### src/rtl/bltm_pkg.sv
package bltm_pkg;

    localparam int BLTM_PROGRAM_DEPTH = 64;
    localparam int BLTM_TAPE_DEPTH    = 256;

    localparam int OPC_W    = 3;
    localparam int CELL_W   = 8;
    localparam int LIMIT_W  = 16;
    localparam int STEPS_W  = 17;
    localparam int STATUS_W = 3;
    localparam int LEN_W    = 7;
    localparam int USED_W   = 9;

    localparam logic [LIMIT_W-1:0] STEP_LIMIT_RESET = 16'd5000;

    typedef enum logic [OPC_W-1:0] {
        OP_INC   = 3'd0,
        OP_DEC   = 3'd1,
        OP_RIGHT = 3'd2,
        OP_LEFT  = 3'd3,
        OP_OPEN  = 3'd4,
        OP_CLOSE = 3'd5
    } op_t;

    typedef enum logic [STATUS_W-1:0] {
        ST_HALT       = 3'd0,
        ST_LIMIT      = 3'd1,
        ST_LEFT_EDGE  = 3'd2,
        ST_RIGHT_EDGE = 3'd3,
        ST_UNBAL      = 3'd4
    } status_t;

    typedef enum logic [1:0] {
        S_IDLE,
        S_FETCH,
        S_EXEC,
        S_FIN
    } state_t;

    // bracket check result of the program as loaded so far
    typedef struct packed {
        logic unbalanced;
        logic open_left;
    } check_t;

endpackage

### src/rtl/bltm_loader.sv
module bltm_loader
    import bltm_pkg::*;
#(
    parameter int PROGRAM_DEPTH = BLTM_PROGRAM_DEPTH,
    localparam int PW = $clog2(PROGRAM_DEPTH)
)
(
    input  logic              clk,
    input  logic              rst_n,
    input  logic              load_en,
    input  logic [OPC_W-1:0]  opcode,
    input  logic              last,
    output logic [PW:0]       load_len,
    output check_t            check,
    output logic              pair_pending,
    input  logic [PW-1:0]     rd_addr,
    output logic [OPC_W-1:0]  prog_rd,
    output logic [PW-1:0]     open_jump,
    output logic [PW-1:0]     close_jump
);

    logic [OPC_W-1:0] prog_mem  [PROGRAM_DEPTH];
    logic [PW-1:0]    open_mem  [PROGRAM_DEPTH];
    logic [PW-1:0]    close_mem [PROGRAM_DEPTH];
    logic [PW-1:0]    stack_mem [PROGRAM_DEPTH];

    logic [PW:0]      count_reg, count_next;
    logic [PW:0]      nest_reg, nest_next;
    logic             unbal_reg, unbal_next;
    logic             pend_valid_reg, pend_valid_next;
    logic [PW-1:0]    pend_pos_reg, pend_pos_next;
    logic [PW-1:0]    stk_rd_reg;
    logic [OPC_W-1:0] prog_rd_reg;
    logic [PW-1:0]    open_rd_reg, close_rd_reg;

    logic             store, push, pop, underflow;
    logic [PW-1:0]    pos;
    logic [PW:0]      nest_dec, count_after, nest_after;

    assign pos       = count_reg[PW-1:0];
    assign nest_dec  = nest_reg - 1'b1;
    assign store     = load_en && (count_reg < (PW+1)'(PROGRAM_DEPTH));
    assign push      = store && (opcode == OP_OPEN);
    assign pop       = store && (opcode == OP_CLOSE) && (nest_reg != '0);
    assign underflow = store && (opcode == OP_CLOSE) && (nest_reg == '0);

    always_comb
    begin
        count_after = store ? count_reg + 1'b1 : count_reg;
        nest_after  = push ? nest_reg + 1'b1 : (pop ? nest_dec : nest_reg);

        load_len         = count_after;
        check.unbalanced = unbal_reg | underflow;
        check.open_left  = (nest_after != '0);

        count_next      = count_after;
        nest_next       = nest_after;
        unbal_next      = unbal_reg | underflow;
        pend_valid_next = pop;
        pend_pos_next   = pos;
        if (load_en && last)
        begin
            count_next = '0;
            nest_next  = '0;
            unbal_next = 1'b0;
        end
    end

    always_ff @(posedge clk or negedge rst_n)
    begin
        if (!rst_n)
        begin
            count_reg      <= '0;
            nest_reg       <= '0;
            unbal_reg      <= 1'b0;
            pend_valid_reg <= 1'b0;
            pend_pos_reg   <= '0;
        end
        else
        begin
            count_reg      <= count_next;
            nest_reg       <= nest_next;
            unbal_reg      <= unbal_next;
            pend_valid_reg <= pend_valid_next;
            pend_pos_reg   <= pend_pos_next;
        end
    end

    // top of stack is read every cycle; a close pairs up in the cycle after it is stored
    always_ff @(posedge clk)
    begin
        if (store)
            prog_mem[pos] <= opcode;
        if (push)
            stack_mem[nest_reg[PW-1:0]] <= pos;
        stk_rd_reg <= stack_mem[nest_dec[PW-1:0]];
        if (pend_valid_reg)
        begin
            close_mem[pend_pos_reg] <= stk_rd_reg;
            open_mem[stk_rd_reg]    <= pend_pos_reg;
        end
        prog_rd_reg  <= prog_mem[rd_addr];
        open_rd_reg  <= open_mem[rd_addr];
        close_rd_reg <= close_mem[rd_addr];
    end

    assign pair_pending = pend_valid_reg;
    assign prog_rd      = prog_rd_reg;
    assign open_jump    = open_rd_reg;
    assign close_jump   = close_rd_reg;

endmodule

### src/rtl/bracket_language_tape_machine_unit.sv
// Bracket-language tape machine. Opcodes load one beat per cycle while in_ready
// is high; brackets are paired on the fly. The beat with last set starts a
// bracket check and, if the program is balanced, a run on a tape of wrapping
// 8-bit cells that starts all zero. One result beat follows each last beat. Each
// step of the run is a fetch from the program memory, then an execute against
// the cached cell under the head. When the last beat closes a bracket, the
// first fetch waits until that pair lands in the jump table; an unbalanced
// program reports with no run. The tape needs no clearing pass: cells past the
// high-water mark of the head read as zero.
// in_ready is low from the last beat until the result is in the output
// register; step_limit must only be written while the block is idle.
module bracket_language_tape_machine_unit
    import bltm_pkg::*;
#(
    parameter int PROGRAM_DEPTH = BLTM_PROGRAM_DEPTH,
    parameter int TAPE_DEPTH    = BLTM_TAPE_DEPTH
)
(
    input  logic                clk,
    input  logic                rst_n,
    input  logic                cfg_wr_en,
    input  logic [LIMIT_W-1:0]  cfg_wr_data,
    input  logic                in_valid,
    output logic                in_ready,
    input  logic [OPC_W-1:0]    opcode,
    input  logic                last,
    output logic                out_valid,
    input  logic                out_ready,
    output logic [STATUS_W-1:0] status,
    output logic [CELL_W-1:0]   cell_value,
    output logic [LEN_W-1:0]    program_length,
    output logic [USED_W-1:0]   cells_used,
    output logic [STEPS_W-1:0]  steps_used
);

    localparam int PW = $clog2(PROGRAM_DEPTH);
    localparam int TW = $clog2(TAPE_DEPTH);

    logic [CELL_W-1:0]  tape_mem [TAPE_DEPTH];
    logic [CELL_W-1:0]  tape_rd_reg;
    logic               tape_we;
    logic [TW-1:0]      tape_raddr;

    logic [LIMIT_W-1:0] step_limit_reg;

    state_t             state_reg, state_next;
    logic [PW:0]        ip_reg, ip_next;
    logic [PW:0]        len_reg, len_next;
    logic [TW-1:0]      head_reg, head_next;
    logic [TW-1:0]      hm_reg, hm_next;
    logic [CELL_W-1:0]  cell_reg, cell_next;
    logic               cell_ld_reg, cell_ld_next;
    logic [STEPS_W-1:0] steps_reg, steps_next;
    status_t            stat_reg, stat_next;

    logic               out_valid_reg, out_valid_next;
    status_t            status_out_reg, status_out_next;
    logic [CELL_W-1:0]  cell_out_reg, cell_out_next;
    logic [LEN_W-1:0]   len_out_reg, len_out_next;
    logic [USED_W-1:0]  used_out_reg, used_out_next;
    logic [STEPS_W-1:0] steps_out_reg, steps_out_next;

    logic               in_fire;
    logic [PW:0]        ld_len;
    check_t             ld_check;
    logic               pair_pending;
    logic [OPC_W-1:0]   prog_rd;
    logic [PW-1:0]      open_jump, close_jump;
    logic [PW:0]        ip_inc, ip_open, ip_close;
    logic [TW:0]        used_calc;

    assign in_ready = (state_reg == S_IDLE);
    assign in_fire  = in_valid && in_ready;

    bltm_loader #(
        .PROGRAM_DEPTH (PROGRAM_DEPTH)
    ) u_loader (
        .clk          (clk),
        .rst_n        (rst_n),
        .load_en      (in_fire),
        .opcode       (opcode),
        .last         (last),
        .load_len     (ld_len),
        .check        (ld_check),
        .pair_pending (pair_pending),
        .rd_addr      (ip_reg[PW-1:0]),
        .prog_rd      (prog_rd),
        .open_jump    (open_jump),
        .close_jump   (close_jump)
    );

    assign ip_inc    = ip_reg + 1'b1;
    assign ip_open   = {1'b0, open_jump} + (PW+1)'(1);
    assign ip_close  = {1'b0, close_jump} + (PW+1)'(1);
    assign used_calc = {1'b0, hm_reg} + (TW+1)'(1);

    always_comb
    begin
        state_next      = state_reg;
        ip_next         = ip_reg;
        len_next        = len_reg;
        head_next       = head_reg;
        hm_next         = hm_reg;
        cell_next       = cell_reg;
        cell_ld_next    = cell_ld_reg;
        steps_next      = steps_reg;
        stat_next       = stat_reg;
        out_valid_next  = out_valid_reg && !out_ready;
        status_out_next = status_out_reg;
        cell_out_next   = cell_out_reg;
        len_out_next    = len_out_reg;
        used_out_next   = used_out_reg;
        steps_out_next  = steps_out_reg;
        tape_we         = 1'b0;
        tape_raddr      = head_reg;

        unique case (state_reg)
            S_IDLE:
            begin
                if (in_fire && last)
                begin
                    len_next     = ld_len;
                    ip_next      = '0;
                    head_next    = '0;
                    hm_next      = '0;
                    cell_next    = '0;
                    cell_ld_next = 1'b0;
                    steps_next   = '0;
                    if (ld_check.unbalanced || ld_check.open_left)
                    begin
                        stat_next  = ST_UNBAL;
                        state_next = S_FIN;
                    end
                    else
                    begin
                        state_next = S_FETCH;
                    end
                end
            end
            S_FETCH:
            begin
                // cell read issued by the previous move lands here
                if (cell_ld_reg)
                begin
                    cell_next    = tape_rd_reg;
                    cell_ld_next = 1'b0;
                end
                if (steps_reg > {1'b0, step_limit_reg})
                begin
                    stat_next  = ST_LIMIT;
                    state_next = S_FIN;
                end
                else if (ip_reg >= len_reg)
                begin
                    stat_next  = ST_HALT;
                    state_next = S_FIN;
                end
                else if (!pair_pending)
                begin
                    // a pair closed by the last beat is still being written: fetch again
                    state_next = S_EXEC;
                end
            end
            S_EXEC:
            begin
                steps_next = steps_reg + 1'b1;
                ip_next    = ip_inc;
                state_next = S_FETCH;
                unique case (prog_rd)
                    OP_INC:
                        cell_next = cell_reg + 1'b1;
                    OP_DEC:
                        cell_next = cell_reg - 1'b1;
                    OP_RIGHT:
                    begin
                        if (head_reg == TW'(TAPE_DEPTH - 1))
                        begin
                            stat_next  = ST_RIGHT_EDGE;
                            state_next = S_FIN;
                        end
                        else if (head_reg == hm_reg)
                        begin
                            // fresh cell, never written this run
                            tape_we   = 1'b1;
                            head_next = head_reg + 1'b1;
                            hm_next   = head_reg + 1'b1;
                            cell_next = '0;
                        end
                        else
                        begin
                            tape_we      = 1'b1;
                            tape_raddr   = head_reg + 1'b1;
                            head_next    = head_reg + 1'b1;
                            cell_ld_next = 1'b1;
                        end
                    end
                    OP_LEFT:
                    begin
                        if (head_reg == '0)
                        begin
                            stat_next  = ST_LEFT_EDGE;
                            state_next = S_FIN;
                        end
                        else
                        begin
                            tape_we      = 1'b1;
                            tape_raddr   = head_reg - 1'b1;
                            head_next    = head_reg - 1'b1;
                            cell_ld_next = 1'b1;
                        end
                    end
                    OP_OPEN:
                    begin
                        if (cell_reg == '0)
                            ip_next = ip_open;
                    end
                    OP_CLOSE:
                    begin
                        if (cell_reg != '0)
                            ip_next = ip_close;
                    end
                    default:
                    begin
                        // unused opcodes cost a step and do nothing
                    end
                endcase
            end
            S_FIN:
            begin
                if (!out_valid_reg || out_ready)
                begin
                    out_valid_next  = 1'b1;
                    status_out_next = stat_reg;
                    cell_out_next   = cell_reg;
                    len_out_next    = LEN_W'(len_reg);
                    used_out_next   = USED_W'(used_calc);
                    steps_out_next  = steps_reg;
                    state_next      = S_IDLE;
                end
            end
            default:
                state_next = S_IDLE;
        endcase
    end

    always_ff @(posedge clk or negedge rst_n)
    begin
        if (!rst_n)
        begin
            step_limit_reg <= STEP_LIMIT_RESET;
            state_reg      <= S_IDLE;
            cell_ld_reg    <= 1'b0;
            out_valid_reg  <= 1'b0;
        end
        else
        begin
            if (cfg_wr_en)
                step_limit_reg <= cfg_wr_data;
            state_reg     <= state_next;
            cell_ld_reg   <= cell_ld_next;
            out_valid_reg <= out_valid_next;
        end
    end

    always_ff @(posedge clk)
    begin
        ip_reg         <= ip_next;
        len_reg        <= len_next;
        head_reg       <= head_next;
        hm_reg         <= hm_next;
        cell_reg       <= cell_next;
        steps_reg      <= steps_next;
        stat_reg       <= stat_next;
        status_out_reg <= status_out_next;
        cell_out_reg   <= cell_out_next;
        len_out_reg    <= len_out_next;
        used_out_reg   <= used_out_next;
        steps_out_reg  <= steps_out_next;
    end

    // write back the cached cell as the head leaves it
    always_ff @(posedge clk)
    begin
        if (tape_we)
            tape_mem[head_reg] <= cell_reg;
        tape_rd_reg <= tape_mem[tape_raddr];
    end

    assign out_valid      = out_valid_reg;
    assign status         = status_out_reg;
    assign cell_value     = cell_out_reg;
    assign program_length = len_out_reg;
    assign cells_used     = used_out_reg;
    assign steps_used     = steps_out_reg;

    a_last_starts_work: assert property (@(posedge clk) disable iff (!rst_n)
        in_fire && last |=> state_reg != S_IDLE)
        else $error("last beat did not start check or run");

    a_head_below_mark: assert property (@(posedge clk) disable iff (!rst_n)
        (state_reg == S_FETCH || state_reg == S_EXEC) |-> head_reg <= hm_reg)
        else $error("head beyond high-water mark");

    a_cell_load_in_fetch: assert property (@(posedge clk) disable iff (!rst_n)
        cell_ld_reg |-> state_reg == S_FETCH)
        else $error("pending cell load outside fetch");

    a_unbal_result: assert property (@(posedge clk) disable iff (!rst_n)
        out_valid_reg && status_out_reg == ST_UNBAL |->
            steps_out_reg == '0 && cell_out_reg == '0 && used_out_reg == USED_W'(1))
        else $error("unbalanced result carries run data");

endmodule
### config.mk
export PLATFORM = sky130hd
export DESIGN_NAME = bracket_language_tape_machine_unit
export DESIGN_NICKNAME = d
export VERILOG_FILES = /design/src/rtl/bltm_pkg.sv /design/src/rtl/bltm_loader.sv /design/src/rtl/bracket_language_tape_machine_unit.sv
export SDC_FILE = /design/constraint.sdc
export NUM_CORES = 2
export LEC_CHECK = 0
export BUFFER_PORTS_ARGS = -buffer_cell sky130_fd_sc_hd__buf_2
export CORE_ASPECT_RATIO = 1.2
export CORE_UTILIZATION = 51
export CTS_CLUSTER_DIAMETER = 30
export DETAILED_ROUTE_END_ITERATION = 10
export HOLD_SLACK_MARGIN = 0.06
export PLACE_DENSITY = 0.66
export SLEW_MARGIN = 25
export SYNTH_ARGS = -nofsm -noshare
export SYNTH_HDL_FRONTEND = slang
export SYNTH_SLANG_ARGS = --single-unit
### constraint.sdc
create_clock -name clk -period 14.35 [get_ports clk]
set_input_delay 2.87 -clock clk [delete_from_list [all_inputs] [get_ports clk]]
set_output_delay 2.87 -clock clk [all_outputs]
set_load 0.03 [all_outputs]
==> results.md <==
- Status: finished clean
- Final Skew: 0.05845 ns
- VDD IR max: 0.2421 mV
- FF-to-FF Start: head_reg[0]$_SDFFCE_PN0P_
- Max_cap viols: 0
- Core Area: 280600 µm²
- DR vias/cell: 6.486
- Register area share after synthesis: 0.7401
- DR pass1 iterations: 10
- Most frequent cells in the layout: edfxtp_1, mux4_2, nor2_1
- Detailed router's first-iteration violation count: 10150
- Largest Register: tape_mem
- Worst path required time: 15.12 ns
- Io pins: 71
- CP top delay family: buffers and inverters
- EDFF count, synth: 3494
- Critical Path Source: head_reg[0]$_SDFFCE_PN0P_
- Cells after Synth: 7523
- Area after DPL: 148400 µm²
- Mapped Nets: 7597
- Critical path's largest stage delay: 0.75 ns
- Clk buf depth: 4
- Vias in the first global route: 80320
- Drt total wl: 388.0 mm
- Final hold vios: 0
- WP buf/inv: 5
- Die Wd: 487.0 µm
- Layout cells sized above 1: 0.2596
- Post-synthesis instance area: 144000 µm²
- Worst skew pair latency: 0.96 ns
- Final setup TNS: 0 ns
- CTS sink cnt: 3565
- Slew Limit Headroom: 0.1528
- Critical path arrival: 8.66 ns
- Slowest CP cell: buf_4
- Largest cells by area after synthesis: edfxtp_1, mux4_2, nor2_1, nand2_1, a22oi_1
- Post-DP HPWL: 227.4 mm
- #FFs+latches synth: 3565
- Synth unique cells: 101
- Yosys top cell area share: 0.7287
- Leak Pwr: 53.89 nW
- Total GRT Usage: 0.2725
- Commonest non-fill, non-tap cell in the layout: edfxtp_1
- CP endpoint kind: register
- Most frequent CP cell: buf_4
- Fmax: 0.1268 GHz
- Vias after detailed routing: 78580
- Main flop type after synthesis: edfxtp_1
- Final Max Tran Viols: 0
- Number of remaining DRC errors: 0
- CP Max Fanout: 108
- Avg Cell Area, Syn: 19.14 µm²
- First-pass GRT wire length: 560.9 mm
- HP Start: len_reg[4]$_DFFE_PP_
- TritonCTS clock tree: yes
- Async SR Flop Fraction: 0.01178
- Crit share post-route: 0.5497
- Post-layout nets: 7944
- Rows: 213
- Crit-path cells: buf_12, ha_1, nand3_1, or2_1, o21ai_2, a211oi_4, buf_4, nor2_8, buf_4, buf_4, buf_4, mux4_2, mux2i_1, mux2_2, o32ai_1, a32oi_1, a21boi_1
- Worst Hold Class: reg2reg
- Total die area: 284500 µm²
- CTS H-tree depth: 6
- Clock transition at the registers of the reported paths: 0.05 ns
- WS Path Type: reg2reg
- GPL Wtd Cong: 0.9261
- Design area: 168300 µm²
- Initial antenna violation count: 15
- YS warnings: 0
- Post-synth top area cell: edfxtp_1
- Startpoint Class: register
- Cts hold-fix bufs: 0
- Final critical-path required period: 7.888 ns
- Final ANT Viol Nets: 0
- Die Ht: 584.1 µm
- Pwr/cell area: 231.5 nW/µm²
- Final setup fails: 0
- Cts repair resizes: 0
- Largest net degree at the start of global routing: 217
- P&R area growth vs syn: 16.88%
- # Post-CTS Setup Buffers: 0
- Number of buffers created by CTS: 587
- Root Buffer: clkbuf_16
- Total gr overflow: 0
- Buffers added on ports: 70
- Max reg flops: 2048
- Unrepaired setup endpoints after global routing: false
- Slew @ Worst Pin: 1.253 ns
- Initial Util: 0.5131
- DR WL/cell: 32.02 µm
report_power, final:
part           leakage (nW)  internal [mW]  switching, mW
Sequential             32.7           12.9          0.300
Combinational          11.7           3.96           7.81
Clock                  9.53           8.92           5.07
worst paths after layout:
| check | to | slack [ns] | cells after the start |
|---|---|---|---|
| setup reg to reg | tape_rd_reg[5]$_DFF_P_ | 6.46 | 17 |
| hold reg to reg | program_length[4]$_DFFE_PP_ | 0.47 | 0 |
| hold / removal | program_length[4]$_DFFE_PP_ | 0.47 | 0 |
| min in group asynchronous | out_valid$_DFF_PN0_ | 2.06 | 2 |
| max in group asynchronous | u_loader.nest_reg[0]$_DFF_PN0_ | 11.79 | 2 |
| setup / recovery | tape_rd_reg[5]$_DFF_P_ | 6.46 | 17 |
worst reg2reg max path: stages (launching register included):
cell and delay [ns]:
edfxtp_1 0.63, buf_12 0.47, ha_1 0.48, nand3_1 0.29, or2_1 0.54, o21ai_2 0.42
a211oi_4 0.13, buf_4 0.27, nor2_8 0.64, buf_4 0.72, buf_4 0.77, buf_4 0.77
mux4_2 0.63, mux2i_1 0.15, mux2_2 0.24, o32ai_1 0.10, a32oi_1 0.37, a21boi_1 0.13
layer usage:
layer,global-route usage,part of all wire,vias up
met4,0.1484,0.060,14
met2,0.4407,0.49,4542
met1,0.3431,0.36,40920
met3,0.06211,0.093,1159
met5,0,0.00023,-
li1,-,-,31950
stage by stage:
stage	instances	setup WS, ns	util	hold slack, ns	power [mW]
final	12120	6.462	0.5997	0.4694	38.97
after global routing	12100	6.050	0.5996	0.4838	39.92
after CTS	12100	6.429	0.5993	0.4711	38.91
after detailed placement	11040	6.458	0.5288	0.4520	24.97
after global placement	11040	6.049	0.5285	0.4593	24.78
after floorplan	7523	8.897	-	0.4003	20.66
kinds of logic after synthesis:
family	synth area share
xor+xnor	0.004440
mux	0.1433
buf+inv	0.01781
simple gates	0.04401
compound gates	0.04606
flops	0.7401
fa+ha+maj	0.004310
cell usage after synthesis (all sizes together) (30+ instances only):
master and number:
dfrtp 37, a21oi 114, a22o 39, ha 48, nor2 624, nand4 63, clkbuf 245, a211oi 45
mux4 871, xnor2 55, mux2i 77, and2 44, inv 43, edfxtp 3494, o211ai 38, buf 234
o21ai 151, a22oi 177, a221oi 112, nand2 410, nand3 139, nor3 30
area by class of cell:
class | count | area [µm²]
Clock buffer | 671 | 15210
Clock inverter | 388 | 4571
Sequential cell | 3565 | 106600
Antenna cell | 13 | 32.53
Multi-Input combinational cell | 3436 | 35160
Timing Repair Buffer | 237 | 1869
Tap cell | 3762 | 4707
Inverter | 43 | 161.4
Fill cell | 19680 | 112300
Note: power is estimated with default switching activity, not from simulation.
